## config.mk

```make
export PLATFORM = sky130hd
export DESIGN_NAME = extended_real_divider
export DESIGN_NICKNAME = d
export VERILOG_FILES = /design/src/rtl/core/erd_pkg.sv /design/src/rtl/core/erd_ctrl.sv /design/src/rtl/core/erd_dpath.sv /design/src/rtl/core/extended_real_divider.sv
export SDC_FILE = /design/constraint.sdc
export NUM_CORES = 1
export LEC_CHECK = 0
export BUFFER_PORTS_ARGS = -buffer_cell sky130_fd_sc_hd__buf_2
export CAP_MARGIN = 25
export CORE_ASPECT_RATIO = 1.5
export CORE_MARGIN = 4
export CORE_UTILIZATION = 45
export DETAILED_ROUTE_END_ITERATION = 6
export PLACE_DENSITY_LB_ADDON = 0.08
export RECOVER_POWER = 25
export SETUP_SLACK_MARGIN = 0.1
export SLEW_MARGIN = 20
export SYNTH_ARGS = -nofsm -noshare
export SYNTH_HDL_FRONTEND = slang
export SYNTH_SLANG_ARGS = --single-unit
```

## constraint.sdc

```tcl
create_clock -name clk -period 6.67 [get_ports clk]
set_input_delay 1.6675 -clock clk [delete_from_list [all_inputs] [get_ports clk]]
set_output_delay 1.6675 -clock clk [all_outputs]
set_load 0.005 [all_outputs]
```

## src/rtl/core/erd_pkg.sv

```systemverilog
`timescale 1ns / 1ps
package erd_pkg;

  localparam int MANT_W = 64;
  localparam int SE_W   = 16;
  localparam int EXP_W  = 18;
  localparam int CNT_W  = 7;

  localparam logic [EXP_W-1:0] EXP_BIAS = EXP_W'(16383);
  localparam logic [EXP_W-1:0] EXP_MAX  = EXP_W'(16'h7fff);
  localparam logic [CNT_W-1:0] STEPS    = CNT_W'(64);

  typedef enum logic [2:0] {
    ST_IDLE,
    ST_NORM_DEN,
    ST_DIVIDE,
    ST_NORM_QUO,
    ST_FINISH
  } erd_state_t;

  typedef struct packed {
    logic load;
    logic den_shift;
    logic div_step;
    logic quo_shift;
  } erd_ctrl_t;

  typedef struct packed {
    logic den_top;
    logic quo_top;
    logic quo_zero;
    logic exp_zero;
    logic last_step;
  } erd_stat_t;

endpackage

```

## src/rtl/core/erd_ctrl.sv

```systemverilog
`timescale 1ns / 1ps
module erd_ctrl
  import erd_pkg::*;
(
  input  logic      clk,
  input  logic      rst_n,
  input  logic      go,
  input  logic      early_done,
  input  erd_stat_t stat,
  output erd_ctrl_t ctrl,
  output logic      busy,
  output logic      finish
);

  erd_state_t state_r, state_nxt;

  always_ff @(posedge clk) begin
    if (!rst_n) begin
      state_r <= ST_IDLE;
    end else begin
      state_r <= state_nxt;
    end
  end

  always_comb begin
    state_nxt = state_r;
    case (state_r)
      ST_IDLE: begin
        if (go && !early_done) state_nxt = ST_NORM_DEN;
      end
      ST_NORM_DEN: begin
        if (stat.den_top) state_nxt = ST_DIVIDE;
      end
      ST_DIVIDE: begin
        if (stat.last_step) state_nxt = ST_NORM_QUO;
      end
      ST_NORM_QUO: begin
        if (stat.quo_zero || stat.quo_top || stat.exp_zero) state_nxt = ST_FINISH;
      end
      ST_FINISH: state_nxt = ST_IDLE;
      default:   state_nxt = ST_IDLE;
    endcase
  end

  always_comb begin
    ctrl      = '0;
    busy      = 1'b1;
    finish    = 1'b0;
    case (state_r)
      ST_IDLE: begin
        busy      = 1'b0;
        ctrl.load = go;
      end
      ST_NORM_DEN: ctrl.den_shift = !stat.den_top;
      ST_DIVIDE:   ctrl.div_step  = 1'b1;
      ST_NORM_QUO: ctrl.quo_shift = !(stat.quo_zero || stat.quo_top || stat.exp_zero);
      ST_FINISH:   finish = 1'b1;
      default:     busy = 1'b0;
    endcase
  end

endmodule

```

## src/rtl/core/erd_dpath.sv

```systemverilog
`timescale 1ns / 1ps
module erd_dpath
  import erd_pkg::*;
(
  input  logic              clk,
  input  erd_ctrl_t         ctrl,
  input  logic [SE_W-1:0]   se1,
  input  logic [SE_W-1:0]   se2,
  input  logic [MANT_W-1:0] m1,
  input  logic [MANT_W-1:0] m2,
  output erd_stat_t         stat,
  output logic [EXP_W-1:0]  expo,
  output logic [MANT_W-1:0] quo,
  output logic              sign
);

  logic [MANT_W-1:0] rem_r, rem_nxt, den_r, den_nxt, quo_r, quo_nxt;
  logic [EXP_W-1:0]  exp_r, exp_nxt;
  logic              carry_r, carry_nxt, sign_r, sign_nxt;
  logic [CNT_W-1:0]  cnt_r, cnt_nxt;
  logic [MANT_W-1:0] diff;
  logic              take;

  assign take = carry_r || (rem_r >= den_r);
  assign diff = take ? rem_r - den_r : rem_r;

  always_comb begin
    rem_nxt   = rem_r;
    den_nxt   = den_r;
    quo_nxt   = quo_r;
    exp_nxt   = exp_r;
    carry_nxt = carry_r;
    sign_nxt  = sign_r;
    cnt_nxt   = cnt_r;
    if (ctrl.load) begin
      rem_nxt   = m1;
      den_nxt   = m2;
      quo_nxt   = '0;
      carry_nxt = 1'b0;
      cnt_nxt   = '0;
      sign_nxt  = se1[SE_W-1] ^ se2[SE_W-1];
      exp_nxt   = EXP_W'(se1[SE_W-2:0]) - EXP_W'(se2[SE_W-2:0]) + EXP_BIAS;
    end
    if (ctrl.den_shift) begin
      den_nxt = den_r << 1;
      exp_nxt = exp_r + 1'b1;
    end
    if (ctrl.div_step) begin
      quo_nxt   = {quo_r[MANT_W-2:0], take};
      carry_nxt = diff[MANT_W-1];
      rem_nxt   = diff << 1;
      cnt_nxt   = cnt_r + 1'b1;
    end
    if (ctrl.quo_shift) begin
      quo_nxt = quo_r << 1;
      exp_nxt = exp_r - 1'b1;
    end
  end

  always_ff @(posedge clk) begin
    rem_r   <= rem_nxt;
    den_r   <= den_nxt;
    quo_r   <= quo_nxt;
    exp_r   <= exp_nxt;
    carry_r <= carry_nxt;
    sign_r  <= sign_nxt;
    cnt_r   <= cnt_nxt;
  end

  assign stat.den_top   = den_r[MANT_W-1];
  assign stat.quo_top   = quo_r[MANT_W-1];
  assign stat.quo_zero  = (quo_r == '0);
  assign stat.exp_zero  = (exp_r == '0);
  assign stat.last_step = (cnt_r == STEPS - 1'b1);
  assign expo = exp_r;
  assign quo  = quo_r;
  assign sign = sign_r;

endmodule

```

## src/rtl/core/extended_real_divider.sv

```systemverilog
`timescale 1ns / 1ps
// Zero-divide and underflow requests are answered straight from idle; other requests
// normalise the divisor, take one divide step per quotient bit, then normalise the quotient.
// One request at a time; busy stays high until out_valid unless answered from idle.
// out_valid is high for exactly one cycle per result; the receiver cannot stall.
// Reset: synchronous active-low rst_n clears the sequencer and out_valid.
module extended_real_divider
  import erd_pkg::*;
(
  input  logic              clk,
  input  logic              rst_n,
  input  logic              start,
  output logic              busy,
  input  logic [SE_W-1:0]   in_dividend_sign_exponent,
  input  logic [MANT_W-1:0] in_dividend_mantissa,
  input  logic [SE_W-1:0]   in_divisor_sign_exponent,
  input  logic [MANT_W-1:0] in_divisor_mantissa,
  output logic              out_valid,
  output logic [SE_W-1:0]   out_quotient_sign_exponent,
  output logic [MANT_W-1:0] out_quotient_mantissa,
  output logic              out_result_written,
  output logic              out_zero_divide,
  output logic              out_underflow,
  output logic              out_denormal,
  output logic              out_overflow
);

  erd_ctrl_t         ctrl;
  erd_stat_t         stat;
  logic              finish, go, early, zdiv, unf;
  logic [EXP_W-1:0]  expo, pre_exp, fin_exp;
  logic [MANT_W-1:0] quo;
  logic              sign, ovf;

  assign go      = start && !busy;
  assign zdiv    = (in_divisor_mantissa == '0);
  assign pre_exp = EXP_W'(in_dividend_sign_exponent[SE_W-2:0])
                 - EXP_W'(in_divisor_sign_exponent[SE_W-2:0]) + EXP_BIAS;
  assign unf     = pre_exp[EXP_W-1];
  assign early   = zdiv || unf;

  erd_ctrl u_ctrl (
    .clk(clk), .rst_n(rst_n), .go(go), .early_done(early), .stat(stat),
    .ctrl(ctrl), .busy(busy), .finish(finish)
  );

  erd_dpath u_dpath (
    .clk(clk), .ctrl(ctrl),
    .se1(in_dividend_sign_exponent), .se2(in_divisor_sign_exponent),
    .m1(in_dividend_mantissa), .m2(in_divisor_mantissa),
    .stat(stat), .expo(expo), .quo(quo), .sign(sign)
  );

  assign fin_exp = stat.quo_zero ? '0 : expo;
  assign ovf     = (fin_exp > EXP_MAX);

  logic              valid_r;
  logic [SE_W-1:0]   se_r;
  logic [MANT_W-1:0] mant_r;
  logic              wr_r, zd_r, uf_r, dn_r, of_r;

  always_ff @(posedge clk) begin
    if (!rst_n) begin
      valid_r <= 1'b0;
    end else begin
      valid_r <= (go && early) || finish;
    end
  end

  always_ff @(posedge clk) begin
    if (go && early) begin
      mant_r <= '0;
      zd_r   <= zdiv;
      uf_r   <= !zdiv;
      wr_r   <= !zdiv;
      dn_r   <= 1'b0;
      of_r   <= 1'b0;
      se_r   <= zdiv ? '0 : {in_dividend_sign_exponent[SE_W-1]
                             ^ in_divisor_sign_exponent[SE_W-1], (SE_W-1)'(0)};
    end else if (finish) begin
      zd_r   <= 1'b0;
      uf_r   <= 1'b0;
      of_r   <= ovf;
      wr_r   <= !ovf;
      dn_r   <= !ovf && !stat.quo_zero && !stat.quo_top;
      mant_r <= ovf ? '0 : quo;
      se_r   <= ovf ? '0 : {sign, fin_exp[SE_W-2:0]};
    end
  end

  assign out_valid                  = valid_r;
  assign out_quotient_sign_exponent = se_r;
  assign out_quotient_mantissa      = mant_r;
  assign out_result_written         = wr_r;
  assign out_zero_divide            = zd_r;
  assign out_underflow              = uf_r;
  assign out_denormal               = dn_r;
  assign out_overflow               = of_r;

`ifndef NO_ASSERTIONS
  a_busy_no_start: assert property (@(posedge clk) disable iff (!rst_n)
    finish |=> !busy) else $error("busy after finish");
  a_flags_excl: assert property (@(posedge clk) disable iff (!rst_n)
    out_valid |-> $countones({out_zero_divide, out_underflow, out_overflow}) <= 1)
    else $error("multiple exception flags");
  a_written: assert property (@(posedge clk) disable iff (!rst_n)
    out_valid |-> (out_result_written == !(out_zero_divide || out_overflow)))
    else $error("result_written mismatch");
`endif

endmodule
```

==> results.md <==
* Vias at 16260
* Delay-heaviest family, CP: compound AO/OA/AOI/OAI gates
* Final setup viols at 0
* WS Path Type: input pin to register
* Gate count of the mapped netlist at 2049
* Multi-input combinational cell area at just over 0.009 mm²
* CTS Root Cell: clkbuf_16
* Routability Congestion at 0.906
* Req. time, crit path at 6.93 ns
* RSZ-0062 raised after global routing: no
* Most frequent cells in the layout: nand2_1 (259), edfxtp_1 (235), buf_2 (210), a21oi_1 (202), o21ai_0 (180)
* Io pins at 250
* Area contributors post-synth: edfxtp_1 (38%), dfxtp_1 (7.9%), ha_1 (5.7%)
* Worst Path Arrival at roughly 5.2 ns
* WP buf/inv at 4
* CTS tree: yes
* Antenna Cells at 0
* Post-Syn Nets at 2298
* Reg area at 0.00852 mm²
* Mapped Avg Cell Area at roughly 9 µm²
* Endpoints failing hold at 0
* CTS Hold Bufs at 0
* Clk_skew at 0.0115 ns
* Peak supply drop at 191 µV
* CTS buffer count at 34
* Sequential area share after synthesis at 0.459
* CORE AREA at 0.0405 mm²
* Post-synthesis mux area share at 0.00755
* Synth Area in XOR/XNOR at 0.0382
* Worst Max-Slew Pin Slew at 3.26 ns
* Initial Utilization at 0.458
* FFs w/ async S/R, synth at 0
* Overall Global Routing Usage at 0.237
* Inst Count DP at 2702
* CP max-delay cell: buf_4
* Synth warn at 0
* Most frequent CP cell: a21o_1
* WL final at 55600 µm
* Fin crit period at 4.89 ns
* CP max stage delay at approximately 0.62 ns
* Buffer count from post-CTS setup fixing at 0
* Number of max-slew violations in the final report at 57
* Initial DRC count at 1109
* Outcome: complete, but fails checks
* DR pass1 iterations at 6
* Row count at 90
* Pwr per Cell Area at 346 mW/mm²
* Hold Startpoint: out_quotient_mantissa[29]
* # DRC at 0
* Max Cap Viol at 1
* Cell variety after synth at 78
* Post-synthesis adder-cell area fraction at 0.0588
* Critical path peak fanout at 67
* Synth Cell Area at 0.0186 mm²
* Post_cts resized at 0
* Antenna Nets Post-Route at 0
* Synth Area in Simple Gates at 0.201
* Avg WL per Cell at 20.1 µm
* Die Area at 0.0446 mm²
* Initial antenna violation count at 0
* Finished Layout Cells at ~2800
* CP Cell Sequence: buf_2, inv_1, ha_1, inv_1, fa_1, a21o_1, a21o_1, a21o_1, a21oi_1, xnor2_1, nor4b_4, nand4b_1, a211oi_4, buf_4, o2bb2ai_1
* Post-synth EDFFs at 235
* Bufs on Longest Clock Path at 3
* Worst-skew pair later-pin latency at 0.53 ns
* Clk sink count at approximately 300
* Worst slew margin at -1.17
* Largest family of logic cells by synthesized area: simple AND/OR/NAND/NOR gates
* Die W at approximately 170 µm
* Main flop type after synthesis: edfxtp_1
* FF+latch count, synth at a little over 300
* CP Launch Type: input pin
* Reg2reg start: u_ctrl.state_r[2]
* Setup TNS at 0 ns
* Largest net degree at the start of global routing at 88
* Core Util, Final at 0.523
* Crit. End Element: register
* Hpwl dp at 40000 µm
* Synth-to-Final Area Change at 14.3%
* I/O Buffers at between 200 and 250
* Leading area contributor after synthesis: edfxtp_1
* Fill cell count at ~3900
* Vias per std cell at 5.88
* Vias in the first global route at approximately 16000
* Fin crit share at 0.733
* GRT overflow at 0
* Share of post-route cells with drive strength above 1 at 0.138
* Compound-Gate Fraction of Synth Area at 0.190
* Peak Freq at 205 MHz
* Clock Pin Slew Worst Setup and Hold Paths at ~0.060 ns
* Leak at around 8.4 nW
* NumNets Final at 2481
* Failing checks: capacitance limit, slew limit
* Post-synth top area share at 0.380
* H-tree lvl count at 2
* Worst Hold Class: register to register
* Most common cell after layout, fill and taps aside: nand2_1
* Die Height at 257 µm
* First-pass GRT wire length at 86200 µm
* Critical path launch point: in_dividend_sign_exponent[0]
## worst paths after layout
check / depth (start not counted) / slack [ns] / to
setup / recovery: 15 / 1.78 / out_quotient_sign_exponent[15]
hold / removal: 2 / 0.45 / out_quotient_mantissa[29]
setup reg to reg: 6 / 2.05 / u_dpath.rem_r[56]
hold reg to reg: 2 / 0.45 / out_quotient_mantissa[29]
## cells by family (layout without fill, tap and decap cells)
logic type / count (synthesis) / count (layout)
mux: 14 / 14
flops: 308 / 308
buf+inv: 221 / 430
compound gates: 584 / 584
fa+ha+maj: 86 / 86
xor+xnor: 81 / 81
simple gates: 755 / 755
## worst register-to-register path: stages, from the launching register on
cell and delay, ns:
dfxtp_1 0.44, nor2_1 0.15, nand2_2 0.08, clkbuf_1 2.30, nor2_1 0.86, a22oi_1 0.39, o21ai_0 0.13
## cell type report
class	instances	area share
multi-input cells	1520	0.436
clock inverters	15	0.00725
flip-flops and latches	308	0.402
clock buffers	47	0.0448
well taps	506	0.0298
repair buffers	268	0.0628
inverters	100	0.0178
## per-layer routing
metal | wire (µm) | vias to the layer above | global-route usage
met3 | 2580 | 130 | 0.0256
met5 | 0 | - | 0
met2 | 28100 | 529 | 0.427
met1 | 22400 | 7749 | 0.285
met4 | 2550 | 0 | 0.101
li1 | - | 7852 | -
## Yosys cell counts (38+ instances only)
library cell	count
nor4_1	45
ha_1	84
xnor2_1	45
dfxtp_1	73
a21oi_1	202
o21ai_0	180
and2_1	88
nand2_1	263
edfxtp_1	235
nor2_1	103
clkbuf_1	108
inv_1	100
nand3_1	94
a21o_1	38
nand4_1	39
## state kept, by name, summed over array words and instances, names as in the netlist
register / cells
u_dpath.cnt_r: 7
u_ctrl.state_r: 3
out_quotient_sign_exponent: 16
out_zero_divide: 1
u_dpath.quo: 64
out_underflow: 1
u_dpath.sign: 1
out_denormal: 1
out_result_written: 1
u_dpath.den_r: 64
u_dpath.rem_r: 64
out_quotient_mantissa: 64
out_valid: 1
out_overflow: 1
u_dpath.expo: 18
u_dpath.carry_r: 1
## report_power, final
group,leakage (nW),switching (mW),internal [mW],total (mW)
logic,4.97,1.78,0.998,2.77
clock network,0.534,0.804,1.08,1.89
registers,2.94,0.204,2.48,2.68
## through the flow
stage | cell area (µm²) | setup WS [ns] | power [mW] | hold slack (ns)
3_3_place_gp | 20200 | 1.25 | 5.44 | 0.436
4_1_cts | 21300 | 1.76 | 7.38 | 0.449
5_1_grt | 21200 | 1.48 | 7.79 | 0.472
2_1_floorplan | 18600 | 1.94 | 4.69 | 0.447
3_5_place_dp | 20200 | 1.20 | 5.46 | 0.441
6_report | 21200 | 1.78 | 7.34 | 0.446
Note: power is estimated with default switching activity, not from simulation.
